<file path="src/rtl/core/rrds_pkg.sv">
// Shared types and constants of the round-robin domain scheduler.
package rrds_pkg;

  localparam int unsigned FuncW   = 2;
  localparam int unsigned DomIdW  = 3;
  localparam int unsigned SliceW  = 32;

  localparam logic [SliceW-1:0] SliceReset = 32'd10000000;

  typedef enum logic [FuncW-1:0] {
    FUNC_SCHEDULE = 2'd0,
    FUNC_WAKE     = 2'd1,
    FUNC_SLEEP    = 2'd2
  } func_e;

  typedef enum logic [1:0] {
    ST_IDLE,
    ST_SCAN,
    ST_FINISH
  } state_e;

endpackage

</file>
<file path="src/rtl/core/rrds_req_if.sv">
// Request channel of the scheduler: valid/ready plus the operation fields.
interface rrds_req_if;
  logic                        valid;
  logic                        ready;
  logic [rrds_pkg::FuncW-1:0]  func;
  logic [rrds_pkg::DomIdW-1:0] target_dom;
  logic                        is_idle_task;

  modport source (output valid, func, target_dom, is_idle_task, input ready);
  modport sink   (input valid, func, target_dom, is_idle_task, output ready);
endinterface

</file>
<file path="src/rtl/core/rrds_rsp_if.sv">
// Response channel of the scheduler: valid/ready plus the result fields.
interface rrds_rsp_if;
  logic                        valid;
  logic                        ready;
  logic [rrds_pkg::DomIdW-1:0] chosen_domain;
  logic                        idle_chosen;
  logic [rrds_pkg::SliceW-1:0] granted_slice;
  logic                        reschedule_request;

  modport source (output valid, chosen_domain, idle_chosen, granted_slice,
                  reschedule_request, input ready);
  modport sink   (input valid, chosen_domain, idle_chosen, granted_slice,
                  reschedule_request, output ready);
endinterface

</file>
<file path="src/rtl/core/round_robin_domain_scheduler.sv">
// Round-robin domain scheduler: runnable mask, current domain and slot scanner.
//
// Keeps one runnable bit per domain and the number of the current domain.
// A wake request marks a valid domain runnable and raises reschedule_request;
// a sleep request clears the mark (ignored for the idle task) and raises
// reschedule_request only when it names the current domain. A schedule request
// walks the slots from current+1 round to current, one slot per cycle through
// a single slot incrementer and mask tap, picking the first runnable domain and
// counting runnable slots (saturating at two) to decide the slice. A schedule
// request goes through accept, the scan of every slot and the result write;
// wake, sleep and unknown codes go from accept to the result write. Requests
// are handled one at a time; the result register lets the next request be
// accepted while an earlier result still waits for the sink. Domain numbers
// on the ports are 3 bits wide; chosen_domain carries the low bits of current.
module round_robin_domain_scheduler #(
  parameter int unsigned DOMAIN_COUNT = 8
) (
  input  logic                        clk_i,
  input  logic                        rst_ni,
  input  logic                        slice_length_we_i,
  input  logic [rrds_pkg::SliceW-1:0] slice_length_i,
  rrds_req_if.sink                    req_i,
  rrds_rsp_if.source                  rsp_o
);
  import rrds_pkg::*;

  localparam int unsigned IdxW = $clog2(DOMAIN_COUNT);
  localparam logic [IdxW-1:0] LastSlot = IdxW'(DOMAIN_COUNT - 1);

  // control and architectural state
  state_e                   state_q, state_d;
  logic [DOMAIN_COUNT-1:0]  mask_q, mask_d;
  logic [IdxW-1:0]          cur_q, cur_d;
  logic [SliceW-1:0]        slice_len_q;
  logic                     out_valid_q;
  logic                     found_q;
  logic [1:0]               run_cnt_q;

  // request capture and scan datapath
  func_e                    func_q;
  logic [DomIdW-1:0]        dom_q;
  logic                     idle_task_q;
  logic [IdxW-1:0]          step_q;
  logic [IdxW-1:0]          slot_q;
  logic [IdxW-1:0]          pick_q;

  // result register
  logic [DomIdW-1:0]        chosen_q;
  logic                     idle_q;
  logic [SliceW-1:0]        slice_out_q;
  logic                     resched_q;

  logic                     accept;
  logic                     load_out;
  logic [DomIdW-1:0]        chosen_d;
  logic                     idle_d;
  logic [SliceW-1:0]        slice_out_d;
  logic                     resched_d;
  logic [IdxW-1:0]          slot_inc;
  logic [IdxW-1:0]          cur_inc;
  logic [IdxW-1:0]          dom_idx;
  logic                     dom_ok;
  logic                     dom_is_cur;

  assign accept   = req_i.valid && req_i.ready;
  assign slot_inc = (slot_q == LastSlot) ? '0 : slot_q + 1'b1;
  assign cur_inc  = (cur_q == LastSlot) ? '0 : cur_q + 1'b1;
  assign dom_idx  = IdxW'(dom_q);
  assign dom_ok   = 32'(dom_q) < 32'(DOMAIN_COUNT);
  assign dom_is_cur = 32'(cur_q) == 32'(dom_q);

  always_comb begin
    state_d     = state_q;
    req_i.ready = 1'b0;
    load_out    = 1'b0;
    mask_d      = mask_q;
    cur_d       = cur_q;
    chosen_d    = chosen_q;
    idle_d      = 1'b0;
    slice_out_d = '0;
    resched_d   = 1'b0;
    case (state_q)
      ST_IDLE: begin
        req_i.ready = 1'b1;
        if (req_i.valid) begin
          state_d = (func_e'(req_i.func) == FUNC_SCHEDULE) ? ST_SCAN : ST_FINISH;
        end
      end
      ST_SCAN: begin
        if (step_q == LastSlot) begin
          state_d = ST_FINISH;
        end
      end
      ST_FINISH: begin
        if (!out_valid_q || rsp_o.ready) begin
          load_out = 1'b1;
          state_d  = ST_IDLE;
          case (func_q)
            FUNC_SCHEDULE: begin
              if (found_q) begin
                cur_d = pick_q;
              end
              idle_d      = !found_q;
              slice_out_d = run_cnt_q[1] ? slice_len_q : '0;
            end
            FUNC_WAKE: begin
              if (dom_ok) begin
                mask_d[dom_idx] = 1'b1;
                resched_d       = 1'b1;
              end
            end
            FUNC_SLEEP: begin
              if (dom_ok && !idle_task_q) begin
                mask_d[dom_idx] = 1'b0;
                resched_d       = dom_is_cur;
              end
            end
            default: begin
              // unknown code: state untouched, plain result
            end
          endcase
          chosen_d = DomIdW'(cur_d);
        end
      end
      default: begin
        state_d = ST_IDLE;
      end
    endcase
  end

  always_ff @(posedge clk_i or negedge rst_ni) begin
    if (!rst_ni) begin
      state_q     <= ST_IDLE;
      mask_q      <= '0;
      cur_q       <= '0;
      slice_len_q <= SliceReset;
      out_valid_q <= 1'b0;
      found_q     <= 1'b0;
      run_cnt_q   <= '0;
    end else begin
      state_q     <= state_d;
      mask_q      <= mask_d;
      cur_q       <= cur_d;
      out_valid_q <= load_out || (out_valid_q && !rsp_o.ready);
      if (slice_length_we_i) begin
        slice_len_q <= slice_length_i;
      end
      if (accept) begin
        found_q   <= 1'b0;
        run_cnt_q <= '0;
      end else if (state_q == ST_SCAN && mask_q[slot_q]) begin
        found_q <= 1'b1;
        if (!run_cnt_q[1]) begin
          run_cnt_q <= run_cnt_q + 1'b1;
        end
      end
    end
  end

  // datapath registers, no reset needed
  always_ff @(posedge clk_i) begin
    if (accept) begin
      func_q      <= func_e'(req_i.func);
      dom_q       <= req_i.target_dom;
      idle_task_q <= req_i.is_idle_task;
      step_q      <= '0;
      slot_q      <= cur_inc;
    end else if (state_q == ST_SCAN) begin
      step_q <= step_q + 1'b1;
      slot_q <= slot_inc;
      if (mask_q[slot_q] && !found_q) begin
        pick_q <= slot_q;
      end
    end
    if (load_out) begin
      chosen_q    <= chosen_d;
      idle_q      <= idle_d;
      slice_out_q <= slice_out_d;
      resched_q   <= resched_d;
    end
  end

  assign rsp_o.valid              = out_valid_q;
  assign rsp_o.chosen_domain      = chosen_q;
  assign rsp_o.idle_chosen        = idle_q;
  assign rsp_o.granted_slice      = slice_out_q;
  assign rsp_o.reschedule_request = resched_q;

  // idle pick never carries a slice
  a_idle_no_slice: assert property (@(posedge clk_i) disable iff (!rst_ni)
    rsp_o.valid && rsp_o.idle_chosen |-> rsp_o.granted_slice == '0)
    else $error("idle result with non-zero slice");

  // a picked slot must really be runnable while the scan result is pending
  a_pick_runnable: assert property (@(posedge clk_i) disable iff (!rst_ni)
    (state_q == ST_FINISH) && (func_q == FUNC_SCHEDULE) && found_q |-> mask_q[pick_q])
    else $error("picked domain not runnable");

  // empty mask must end the scan with nothing found
  a_empty_idle: assert property (@(posedge clk_i) disable iff (!rst_ni)
    (state_q == ST_FINISH) && (func_q == FUNC_SCHEDULE) && (mask_q == '0) |-> !found_q)
    else $error("scan found a domain in an empty mask");

  // runnable count of two or more means the scan found something
  a_count_found: assert property (@(posedge clk_i) disable iff (!rst_ni)
    (state_q == ST_FINISH) && run_cnt_q[1] |-> found_q)
    else $error("runnable count without a pick");

endmodule
</file>
<file path="src/flat_wrapper.sv">
// flat-port wrapper written by rule: the top's interface ports become plain ports
module round_robin_domain_scheduler_flat import rrds_pkg::*;
#(
  parameter int unsigned DOMAIN_COUNT = 8
)
  (clk_i, rst_ni, slice_length_we_i, slice_length_i, req_i_valid, req_i_func, req_i_target_dom, req_i_is_idle_task, req_i_ready, rsp_o_valid, rsp_o_chosen_domain, rsp_o_idle_chosen, rsp_o_granted_slice, rsp_o_reschedule_request, rsp_o_ready);
  rrds_req_if req_i_i ();
  rrds_rsp_if rsp_o_i ();
  input  logic clk_i;
  input  logic rst_ni;
  input  logic slice_length_we_i;
  input  logic [rrds_pkg::SliceW-1:0] slice_length_i;
  input wire logic [$bits(req_i_i.valid)-1:0] req_i_valid;
  input wire logic [$bits(req_i_i.func)-1:0] req_i_func;
  input wire logic [$bits(req_i_i.target_dom)-1:0] req_i_target_dom;
  input wire logic [$bits(req_i_i.is_idle_task)-1:0] req_i_is_idle_task;
  output wire logic [$bits(req_i_i.ready)-1:0] req_i_ready;
  output wire logic [$bits(rsp_o_i.valid)-1:0] rsp_o_valid;
  output wire logic [$bits(rsp_o_i.chosen_domain)-1:0] rsp_o_chosen_domain;
  output wire logic [$bits(rsp_o_i.idle_chosen)-1:0] rsp_o_idle_chosen;
  output wire logic [$bits(rsp_o_i.granted_slice)-1:0] rsp_o_granted_slice;
  output wire logic [$bits(rsp_o_i.reschedule_request)-1:0] rsp_o_reschedule_request;
  input wire logic [$bits(rsp_o_i.ready)-1:0] rsp_o_ready;
  assign req_i_i.valid = req_i_valid;
  assign req_i_i.func = req_i_func;
  assign req_i_i.target_dom = req_i_target_dom;
  assign req_i_i.is_idle_task = req_i_is_idle_task;
  assign req_i_ready = req_i_i.ready;
  assign rsp_o_valid = rsp_o_i.valid;
  assign rsp_o_chosen_domain = rsp_o_i.chosen_domain;
  assign rsp_o_idle_chosen = rsp_o_i.idle_chosen;
  assign rsp_o_granted_slice = rsp_o_i.granted_slice;
  assign rsp_o_reschedule_request = rsp_o_i.reschedule_request;
  assign rsp_o_i.ready = rsp_o_ready;
  round_robin_domain_scheduler #(.DOMAIN_COUNT(DOMAIN_COUNT)) u_core (.clk_i(clk_i), .rst_ni(rst_ni), .slice_length_we_i(slice_length_we_i), .slice_length_i(slice_length_i), .req_i(req_i_i), .rsp_o(rsp_o_i));
endmodule
</file>
<file path="config.mk">
export PLATFORM = sky130hd
export DESIGN_NAME = round_robin_domain_scheduler_flat
export DESIGN_NICKNAME = d
export VERILOG_FILES = /design/src/rtl/core/rrds_pkg.sv /design/src/rtl/core/rrds_req_if.sv /design/src/rtl/core/rrds_rsp_if.sv /design/src/rtl/core/round_robin_domain_scheduler.sv /design/src/flat_wrapper.sv
export SDC_FILE = /design/constraint.sdc
export NUM_CORES = 1
export LEC_CHECK = 0
export ABC_CLOCK_PERIOD_IN_PS = 2050
export BUFFER_PORTS_ARGS = -buffer_cell sky130_fd_sc_hd__clkbuf_2
export CORE_MARGIN = 1.5
export CORE_UTILIZATION = 55
export DETAILED_ROUTE_END_ITERATION = 8
export PLACE_DENSITY = 0.8
export SYNTH_ARGS = -nofsm -noshare
export SYNTH_HDL_FRONTEND = slang
export SYNTH_SLANG_ARGS = --single-unit
</file>
<file path="constraint.sdc">
create_clock -name clk_i -period 2.05 [get_ports clk_i]
set_input_delay 0.3075 -clock clk_i [delete_from_list [all_inputs] [get_ports clk_i]]
set_output_delay 0.3075 -clock clk_i [all_outputs]
set_load 0.005 [all_outputs]
</file>
# == Word level (Yosys, flattened, before mapping) ==
# Cells that the tools add are included.
# W data, S select, Z words.
# op_classes
bitwise,4
n_addsub,4
mux,27
reduce_logical,24
n_eq_ne,13
n_lt_le_gt_ge,3
# ops
op,n
$mux W3,6
$pmux W8 S2,1
$mux W2,7
$reduce_and A3 Y1,4
$add A3 B1 Y3 const B,3
$eq A3 B3 Y1 const B,3
$and A8 B8 Y8,1
$lt A3 B4 Y1 const B,2
$mux W1,8
$mux W8,1
$not A8 Y8,1
$or A8 B8 Y8,1
$reduce_and A4 Y1,2
$logic_not A2 Y1,3
$ne A2 B2 Y1 const B,3
$pmux W2 S3,1
$reduce_bool A2 Y1,3
$logic_and A1 B1 Y1,5
$eq A2 B1 Y1 const B,2
$eq A2 B2 Y1 const B,2
$ne A2 B1 Y1 const B,2
$reduce_and A2 Y1,2
$bmux W1 S3,1
$demux W1 S3,1
7 further kinds,10
# totals
reg_bits,101
in_bits,43
wordCells,93

# == Logic depth before layout (Yosys ltp) ==
# Gate-level depths: netlist of the first run.
# logic_depth
word_depth,8
depth_mapped,7

# == Worst setup path before layout of the first run ==
# OpenSTA, ideal clock, no wires.
# synth_path
kind,reg-to-reg
from,reg u_core.state_q[0]
to,"reg u_core.slice_out_q[10], in the netlist u_core.rsp_o.granted_slice[10] (data pin)"
synth_period_minus_slack_ps,1708
n_path_buf,2
arrival_ps,1577
path_stages_with_launch,7
setup_slack_ps,342
cell_sequence,dfrtp_1 > buf_2 > nand2b_4 > nor2_8 > and3_4 > buf_6 > and2_1
# synth_between
elab_chain_cells,2
# synth_rtl
item,line_no,rtl
"start, declared",round_robin_domain_scheduler.sv:31,"state_e state_q, state_d;"
"start signal, assigned",round_robin_domain_scheduler.sv:141,state_q <= state_d;
$eq A2 B2 Y1,round_robin_domain_scheduler.sv:82,case (state_q)
$reduce_and A4 Y1 (no line),n/a,
"end signal, assigned",round_robin_domain_scheduler.sv:178,slice_out_q <= slice_out_d;
"end, declared",round_robin_domain_scheduler.sv:50,logic [SliceW-1:0] slice_out_q;
# No other way between the ends.
# A chain may end at the register's enable or synchronous reset.

==> results.cfg, run 1 <==
[placement]
place_congestion = 0.8153
port_buffers = 81
dp_hpwl_mm = 4.912
place_area_um2 = 4686

[worst_hold_path]
worst_hold_path_type = primary input to asynchronous set/reset pin

[critical_path]
arrival_ns = 2.12
worstSetupEndpointType = flop
path_max_fanout = 10
critPathKind = flop to flop
start_kind = flop
crit_required_ns = 2.28

[sta]
skew_ns = 0.007295
setup_violations = 0
fmax_mhz = 529.5
slew_headroom_pct = 58.63
finalSetupTns_ns = 0
fin_crit_sh_pct = 92.13
hold_violations = 0
fin_crit_ns = 1.889
rsz0062_at_grt = false
max_slew.worst_pin.slew_ns = 0.6206
slew_viol_final = 0

[grt]
grt_max_degree = 50
grt_pass1_wl_mm = 11.62
grt_pass1_vias = 2437
antenna_found_initial = 0
grt_overflow = 0
groute.usage.overall_pct = 18.37

[yosys]
ys_async_sr_fraction_pct = 48.51
synthMuxAreaShare_pct = 12.46
synth_fa_ha_area_share_pct = 2.676
synthTopCellsByArea = edfxtp_1 35%, dfrtp_1 24%, mux2_2 10%
synth_area_leader_cell = edfxtp_1
synth_commonest_cells = 49 x edfxtp_1, 41 x dfrtp_1, 39 x mux2_2
synth_top_family_by_area = multiplexers
ys_ff_latch = 101
post_synth_num_cell_types = 42
synth_area_per_cell_um2 = 14.87
yosysMostFrequentCell = edfxtp_1
synth-edff-count = 49
synth_flop_cell = edfxtp_1
synth_compound_area_share_pct = 4.698
yosysSeqAreaShare_pct = 65.77
synth_xor_area_share_pct = 0.6244
syn_nets = 335
synth_warnings = 0
syn_inst = 283
syn_area_um2 = 4208
synth_top_area_share_pct = 34.97
synthSimpleGateAreaFrac_pct = 10.67

[floorplanning]
die_height_um = 90.47
core_um2 = 7331
num_io_pins = 82
fp-row-count = 31
die_x_um = 90.47
start_util_pct = 57.40
dieArea_um2 = 8184

[drt]
wirelength_mm = 6.859
routedWlPerCell_um = 14.56
vias = 2411
drtIter0Drc = 109
drt_first_pass_iters = 4
ant_nets = 0
vias_per_cell = 5.119
remaining_drc_errors = 0

[pwr]
p_seq_share_pct = 52.6
p_leak_nw = 2.180
p_sw_mw = 1.599
power_frac_clock_pct = 25.5
internal-power_mw = 4.133
vdd_drop_max_uv = 661.4
power_density_nw_per_um2 = 1164
power_mw = 5.732
power_frac_comb_pct = 22.0
p_sw_share_pct = 27.90

[cells_and_area]
drive_gt1_share_pct = 41.40
multiInputGateArea_um2 = 1310
seq_area_um2 = 2768
fin_area_um2 = 4923
n_fill_cell = 551
num_antenna_cells = 0
synthToLayoutAreaGrowth_pct = 17.01
nNetsFinal = 419

[cts]
cts_resized = 0
numCtsBuffers = 9
clkSlewWorstSetupHoldPaths_ns = 0.09
clock_latency_ns = 0.36
h-tree-depth = 3
numClockSinks = 101
cts_tree = done
root_buffer = clkbuf_8
cts_hold_buf = 0
cts_max_path_buffers = 2
postCtsSetupBuffers = 0

[outcome]
status = completed

[run]
cap_violations = 0
==> metal layers <==
layer / share of wire [%] / global-route usage (%) / vias to the layer above
met2: 49 / 29.45 / 60
li1: - / - / 1166
met1: 46 / 23.95 / 1176
met3: 4.6 / 4.798 / 9
met4: 1.1 / 7.275 / 0
met5: 0 / 0 / -
==> through the flow <==
| step | std cells | hold WS (ns) | setup WS (ns) | utilization [%] |
|---|---|---|---|---|
| 2_1_floorplan | 283 | 0.01191 | 0.3423 | - |
| 3_3_place_gp | 455 | 0.4538 | 0.3611 | 63.92 |
| 3_5_place_dp | 455 | 0.4551 | 0.2196 | 63.92 |
| 4_1_cts | 471 | 0.05757 | 0.2042 | 67.16 |
| 5_1_grt | 471 | 0.1092 | 0.009839 | 67.16 |
| 6_report | 471 | 0.03718 | 0.1614 | 67.16 |
==> registers in the layout (all words and copies together), names as in the netlist, named ones only <==
signal / count
u_core.step_q: 3
u_core.run_cnt_q: 2
u_core.idle_task_q: 1
u_core.func_q: 2
u_core.state_q: 2
u_core.pick_q: 3
u_core.cur_q: 3
u_core.rsp_o.granted_slice: 32
u_core.slot_q: 3
u_core.rsp_o.idle_chosen: 1
u_core.dom_idx: 3
u_core.rsp_o.reschedule_request: 1
u_core.rsp_o.chosen_domain: 3
u_core.rsp_o.valid: 1
u_core.found_q: 1
u_core.slice_len_q: 32
==> power by group through the flow <==
| stage | clock network [mW] | registers, mW | logic [mW] |
|---|---|---|---|
| floorplan | 0 | 2.93 | 0.924 |
| global route | 1.56 | 3.07 | 1.41 |
| CTS | 1.49 | 3.01 | 1.28 |
| finish | 1.46 | 3.01 | 1.26 |
| global placement | 0 | 3.03 | 1.24 |
| detailed placement | 0 | 3.05 | 1.28 |
==> cell type report <==
| cell class | instances | area share, % |
|---|---|---|
| flip-flops and latches | 101 | 56.21 |
| multi-input cells | 158 | 26.61 |
| repair buffers | 86 | 8.996 |
| clock buffers | 10 | 2.592 |
| well taps | 99 | 2.516 |
| clock inverters | 6 | 2.236 |
| inverters | 11 | 0.8386 |
==> cell families after synthesis <==
group / after synthesis
AND/OR/NAND/NOR: 73
XOR/XNOR: 3
buffers and inverters: 24
multiplexers: 47
AO/OA/AOI/OAI: 26
adder cells (fa/ha/maj): 9
flip-flops: 101
==> worst max-delay path: stages, from the launching register on <==
cell and delay [ns]:
edfxtp_1 0.42, inv_1 0.11, ha_1 0.37, and2b_1 0.24, o2111ai_2 0.24, o31ai_1 0.27, o41ai_1 0.11
==> cells in the final DEF (no fill, tap or decap), types with 2 or more instances in the layout <==
cell type  count
a21oi_1        3
a22o_1         3
and2_1        32
and2b_1        3
and3_4         2
buf_4          5
bufinv_16      3
clkbuf_2      81
clkbuf_8       9
dfrtp_1       41
dfstp_2        8
dfxtp_1        3
edfxtp_1      49
ha_1           9
inv_1         11
mux2_2        39
mux2i_1        7
nand2_1       12
nand2b_1       6
nor2_1         7
nor2b_1        4
o21ai_0        6
o31ai_1        5
xnor2_1        3
==> path summary, 6_finish.rpt <==
| path | startpoint | end | slack [ns] | depth (start not counted) |
|---|---|---|---|---|
| min reg2reg | u_core.step_q[0] | u_core.step_q[0] | 0.49 | 2 |
| min in group clk_i | req_i_target_dom[1] | u_core.dom_idx[1] | 0.12 | 1 |
| max in group asynchronous | rst_ni | asynchronous set/reset pin | 1.59 | 2 |
| max reg2reg | u_core.func_q[0] | flop | 0.16 | 6 |
| min | rst_ni | u_core.slice_len_q[24] | 0.04 | 2 |
| max | u_core.func_q[0] | flop | 0.16 | 6 |
(Power assumes the default switching activity.)
==> run 2, diff against run 1 <==
--- a/config.mk
+++ b/config.mk
@@ -7,10 +7,12 @@
 export LEC_CHECK = 0
 export ABC_CLOCK_PERIOD_IN_PS = 2050
 export BUFFER_PORTS_ARGS = -buffer_cell sky130_fd_sc_hd__clkbuf_2
+export CELL_PAD_IN_SITES_DETAIL_PLACEMENT = 1
+export CELL_PAD_IN_SITES_GLOBAL_PLACEMENT = 2
 export CORE_MARGIN = 1.5
-export CORE_UTILIZATION = 55
+export CORE_UTILIZATION = 38
 export DETAILED_ROUTE_END_ITERATION = 8
-export PLACE_DENSITY = 0.8
+export PLACE_DENSITY_LB_ADDON = 0.1
 export SYNTH_ARGS = -nofsm -noshare
 export SYNTH_HDL_FRONTEND = slang
 export SYNTH_SLANG_ARGS = --single-unit
==> run 2 against run 1 <==
Against the previous run: highest routed layer unchanged; first-iteration DRC count fell by 40%; critical path depth did not move; wire length rose by 17%; flip-flop and latch count did not move; hold slack improved by 0.088 ns; register-to-register slack improved by 0.07 ns; sequential share of layout area fell by 0.28 points.
==> results.cfg, run 2 (synthesized netlist as in run 1, its figures left out) <==
[pwr]
power_frac_comb_pct = 22.8
internal-power_mw = 3.906
p_seq_share_pct = 53.9
power_density_nw_per_um2 = 1133
power_mw = 5.606
vdd_drop_max_uv = 423.3
power_frac_clock_pct = 23.3
p_leak_nw = 2.172
p_sw_mw = 1.699
p_sw_share_pct = 30.31

[cts]
postCtsSetupBuffers = 0
cts_tree = done
cts_max_path_buffers = 2
numCtsBuffers = 9
clkSlewWorstSetupHoldPaths_ns = 0.09
h-tree-depth = 3
cts_resized = 0
root_buffer = clkbuf_8
clock_latency_ns = 0.36
numClockSinks = 101
cts_hold_buf = 1

[critical_path]
worstSetupEndpointType = flop
critPathLaunch = u_core.func_q[0]
r2r_cells = 6
arrival_ns = 2.05
start_kind = flop
critPathKind = flop to flop
cp.depth = 6
crit_required_ns = 2.28
r2r_start = u_core.func_q[0]
crit_chain = inv_1 > ha_1 > and2b_1 > o2111ai_2 > o31ai_1 > o41ai_1
r2r_setup_slack_ns = 0.23
path_max_fanout = 10
cp_top_family = compound AO/OA/AOI/OAI gates
path_buf_inv = 1
slowest_stage = edfxtp_1
slowest_delay_ns = 0.41

[grt]
groute.usage.overall_pct = 15.25
grt_overflow = 0
grt_pass1_vias = 2625
grt_pass1_wl_mm = 13.39
grt_max_degree = 33
antenna_found_initial = 0

[floorplanning]
dieArea_um2 = 11710
fp-row-count = 38
die_x_um = 108.2
core_um2 = 10840
die_height_um = 108.2
num_io_pins = 82
start_util_pct = 38.82

[drt]
drt_first_pass_iters = 4
vias = 2463
remaining_drc_errors = 0
wirelength_mm = 8.047
drtIter0Drc = 65
vias_per_cell = 4.801
routedWlPerCell_um = 15.69
ant_nets = 0

[sta]
hold_violations = 0
fin_crit_sh_pct = 88.56
skew_ns = 0.01403
finalSetupTns_ns = 0
slew_viol_final = 0
rsz0062_at_grt = false
hold_slack_ns = 0.1248
fmax_mhz = 550.8
setup_violations = 0
max_slew.worst_pin.slew_ns = 0.4493
fin_crit_ns = 1.816
slew_headroom_pct = 70.05

[cells_and_area]
multiInputGateArea_um2 = 1310
seq_area_um2 = 2768
layout_commonest_cell = clkbuf_2
n_fill_cell = 1121
num_antenna_cells = 0
synthToLayoutAreaGrowth_pct = 17.60
final_cell_mix = 81 x clkbuf_2, 49 x edfxtp_1, 41 x dfrtp_1
nNetsFinal = 420
drive_gt1_share_pct = 41.55
final_util_pct = 45.65

[placement]
dp_hpwl_mm = 5.836
place_congestion = 0.7350
port_buffers = 81

[run]
cap_violations = 0

[outcome]
status = completed

[worst_hold_path]
worst_hold_path_type = primary input to flop
==> run 2: cell types whose count changed in the layout (fill, tap and decap cells not counted), sizes merged <==
cell / change
clkbuf: -1
clkinvlp: -1
bufinv: -2
clkinv: +1
dlygate4sd3: +1
inv: +3
==> run 2: worst min-delay path by stage <==
stage / start / to / slack (ns) / depth (start not counted)
global route: req_i_target_dom[1] / u_core.dom_idx[1] / 0.10 / 1
global placement: rst_ni / u_core.slice_len_q[11] / 0.24 / 1
CTS: req_i_target_dom[2] / u_core.dom_idx[2] / 0.11 / 1
floorplan: rst_ni / asynchronous set/reset pin / 0.01 / 0
detailed placement: rst_ni / u_core.slice_len_q[11] / 0.23 / 1
finish: req_i_target_dom[2] / u_core.dom_idx[2] / 0.12 / 1
==> run 2: stage by stage <==
stage,cell area [µm²],worst slack [ns],cells
after floorplan,4208,0.3423,283
after global placement,4737,0.3241,496
after detailed placement,4737,0.2250,496
after CTS,4949,0.2133,513
after global routing,4949,0.05827,513
final,4949,0.2344,513
==> run 2: power by group through the flow <==
stage	clock network [mW]	logic (mW)	registers (mW)
after floorplan	0	0.924	2.93
after global placement	0	1.28	3.05
after detailed placement	0	1.31	3.08
after CTS	1.35	1.32	3.04
after global routing	1.43	1.46	3.10
final	1.30	1.28	3.02
==> run 2: routing by layer <==
| metal | GRT usage [%] | vias to the layer above | wire [µm] | share of wire [%] |
|---|---|---|---|---|
| met5 | 0 | - | 0 | 0 |
| met4 | 5.357 | 0 | 110 | 1.4 |
| met3 | 3.737 | 9 | 368 | 4.6 |
| met2 | 25.23 | 59 | 4019 | 50 |
| met1 | 19.57 | 1224 | 3548 | 44 |
| li1 | - | 1171 | - | - |
==> run 2: worst reg2reg max path, cell delays in order (launching register included) <==
cell and delay, ns:
edfxtp_1 0.41, inv_1 0.10, ha_1 0.36, and2b_1 0.24, o2111ai_2 0.24, o31ai_1 0.26
o41ai_1 0.10
==> run 2: final cells by class <==
type / count / area share (%)
Clock buffer: 9 / 2.503
Clock inverter: 7 / 1.568
Inverter: 11 / 0.8344
Multi-Input combinational cell: 158 / 26.47
Sequential cell: 101 / 55.93
Tap cell: 140 / 3.540
Timing Repair Buffer: 87 / 9.153
==> run 3, diff against run 2 <==
--- a/config.mk
+++ b/config.mk
@@ -6,13 +6,14 @@
 export NUM_CORES = 1
 export LEC_CHECK = 0
 export ABC_CLOCK_PERIOD_IN_PS = 2050
-export BUFFER_PORTS_ARGS = -buffer_cell sky130_fd_sc_hd__clkbuf_2
 export CELL_PAD_IN_SITES_DETAIL_PLACEMENT = 1
 export CELL_PAD_IN_SITES_GLOBAL_PLACEMENT = 2
 export CORE_MARGIN = 1.5
-export CORE_UTILIZATION = 38
+export CORE_UTILIZATION = 43
 export DETAILED_ROUTE_END_ITERATION = 8
+export DONT_BUFFER_PORTS = 1
 export PLACE_DENSITY_LB_ADDON = 0.1
+export REMOVE_ABC_BUFFERS = 1
 export SYNTH_ARGS = -nofsm -noshare
 export SYNTH_HDL_FRONTEND = slang
 export SYNTH_SLANG_ARGS = --single-unit
==> run 3 against run 2 <==
Against the previous run: register-to-register slack worse by 0.02 ns; sequential power up 1%; sequential share of layout area rose by 5.1 points; core utilization is 2.7 points higher; setup slack worse by 0.017 ns; global-route usage is 0.063 points lower; clock skew fell by 0.0021 ns; power down 4.4%; first-iteration DRC count down 40%; flip-flop and latch count did not move; via count down 13%; count of clock-buffer cells in the layout up 2; highest routed layer unchanged; largest power group unchanged; largest cell class unchanged.
==> results.cfg, run 3 (synthesized netlist as in run 1, its figures left out) <==
[sta]
hold_violations = 0
fin_crit_sh_pct = 89.41
slew_viol_final = 0
setup_violations = 0
skew_ns = 0.01194
slew_headroom_pct = 75.78
fmax_mhz = 545.6
max_slew.worst_pin.slew_ns = 0.3626
fin_crit_ns = 1.833
finalSetupTns_ns = 0
rsz0062_at_grt = false

[critical_path]
arrival_ns = 2.06
path_max_fanout = 10
crit_required_ns = 2.28
worstSetupEndpointType = flop
critPathKind = flop to flop
r2r_cells = 6
start_kind = flop

[drt]
routedWlPerCell_um = 17.44
drtIter0Drc = 39
wirelength_mm = 7.323
vias_per_cell = 5.124
drt_first_pass_iters = 4
ant_nets = 0
remaining_drc_errors = 0
vias = 2152

[floorplanning]
die_x_um = 101.9
die_height_um = 101.9
dieArea_um2 = 10390
start_util_pct = 44.90
core_um2 = 9371
fp-row-count = 35
num_io_pins = 82

[grt]
groute.usage.overall_pct = 15.19
grt_pass1_vias = 2182
grt_pass1_wl_mm = 11.76
antenna_found_initial = 0
grt_overflow = 0
grt_max_degree = 50

[cells_and_area]
final_cells = 420
layout_commonest_cell = edfxtp_1
num_antenna_cells = 0
final_util_pct = 48.36
synthToLayoutAreaGrowth_pct = 7.702
nNetsFinal = 338
drive_gt1_share_pct = 24.74
final_cell_mix = 49 x edfxtp_1, 41 x dfrtp_1, 39 x mux2_2

[cts]
clock_latency_ns = 0.35
cts_tree = done
postCtsSetupBuffers = 0
root_buffer = clkbuf_8
cts_max_path_buffers = 2
h-tree-depth = 3
numClockSinks = 101
numCtsBuffers = 9
cts_resized = 0
clkSlewWorstSetupHoldPaths_ns = 0.10

[placement]
dp_hpwl_mm = 5.052
place_congestion = 0.7202
port_buffers = 0
numPlacedInstances = 402

[pwr]
p_leak_nw = 1.829
power_density_nw_per_um2 = 1182
power_mw = 5.358
vdd_drop_max_uv = 437.2

[worst_hold_path]
worst_hold_path_type = primary input to flop
holdPathStages = 0

[run]
cap_violations = 0

[outcome]
status = completed
run 3: path summary, 6_finish.rpt:
check	from	to	slack [ns]
max in group asynchronous	rst_ni	u_core.slice_len_q[9]	1.30
min reg2reg	u_core.run_cnt_q[0]	u_core.run_cnt_q[0]	0.49
max	u_core.func_q[0]	flop	0.22
max reg2reg	u_core.func_q[0]	flop	0.22
min in group asynchronous	rst_ni	u_core.state_q[0]	0.46
min	req_i_func[1]	u_core.func_q[1]	0.04
run 3: final cells by class:
| class | count | area (µm²) |
|---|---|---|
| inverters | 11 | 41.29 |
| well taps | 129 | 161.4 |
| multi-input cells | 158 | 1310 |
| flip-flops and latches | 101 | 2768 |
| repair buffers | 5 | 60.06 |
| clock inverters | 5 | 60.06 |
| clock buffers | 11 | 131.4 |
| fillers | 953 | 4840 |
run 3: metrics by stage:
stage	area [µm²]	setup WS [ns]	hold slack, ns
finish	4532	0.2171	0.04090
global route	4532	0.08127	0.009432
CTS	4532	0.2033	0.02111
detailed placement	4303	0.2211	0.01314
global placement	4303	0.3240	0.01321
floorplan	4119	0.3574	0.01191
run 3: worst max-delay path, stage by stage (launching register included):
cell	delay, ns
edfxtp_1	0.41
inv_1	0.10
ha_1	0.36
and2b_1	0.23
o2111ai_2	0.24
o31ai_1	0.26
o41ai_1	0.10
run 3: metal layers:
metal / GRT usage [%] / vias up / wire length [µm]
met5: 0 / - / 0
met4: 4.742 / 0 / 91
met3: 5.814 / 10 / 420
met2: 24.36 / 56 / 3508
met1: 19.16 / 1079 / 3303
li1: - / 1007 / -
run 3: power breakdown:
group	switching [mW]	internal [mW]
Sequential	0.353	2.70
Combinational	0.556	0.501
Clock	0.671	0.573
run 3: timing repair:
action,CTS,global route
hold endpoints to repair,49,0
setup endpoints to repair,0,0
hold buffers,2,0
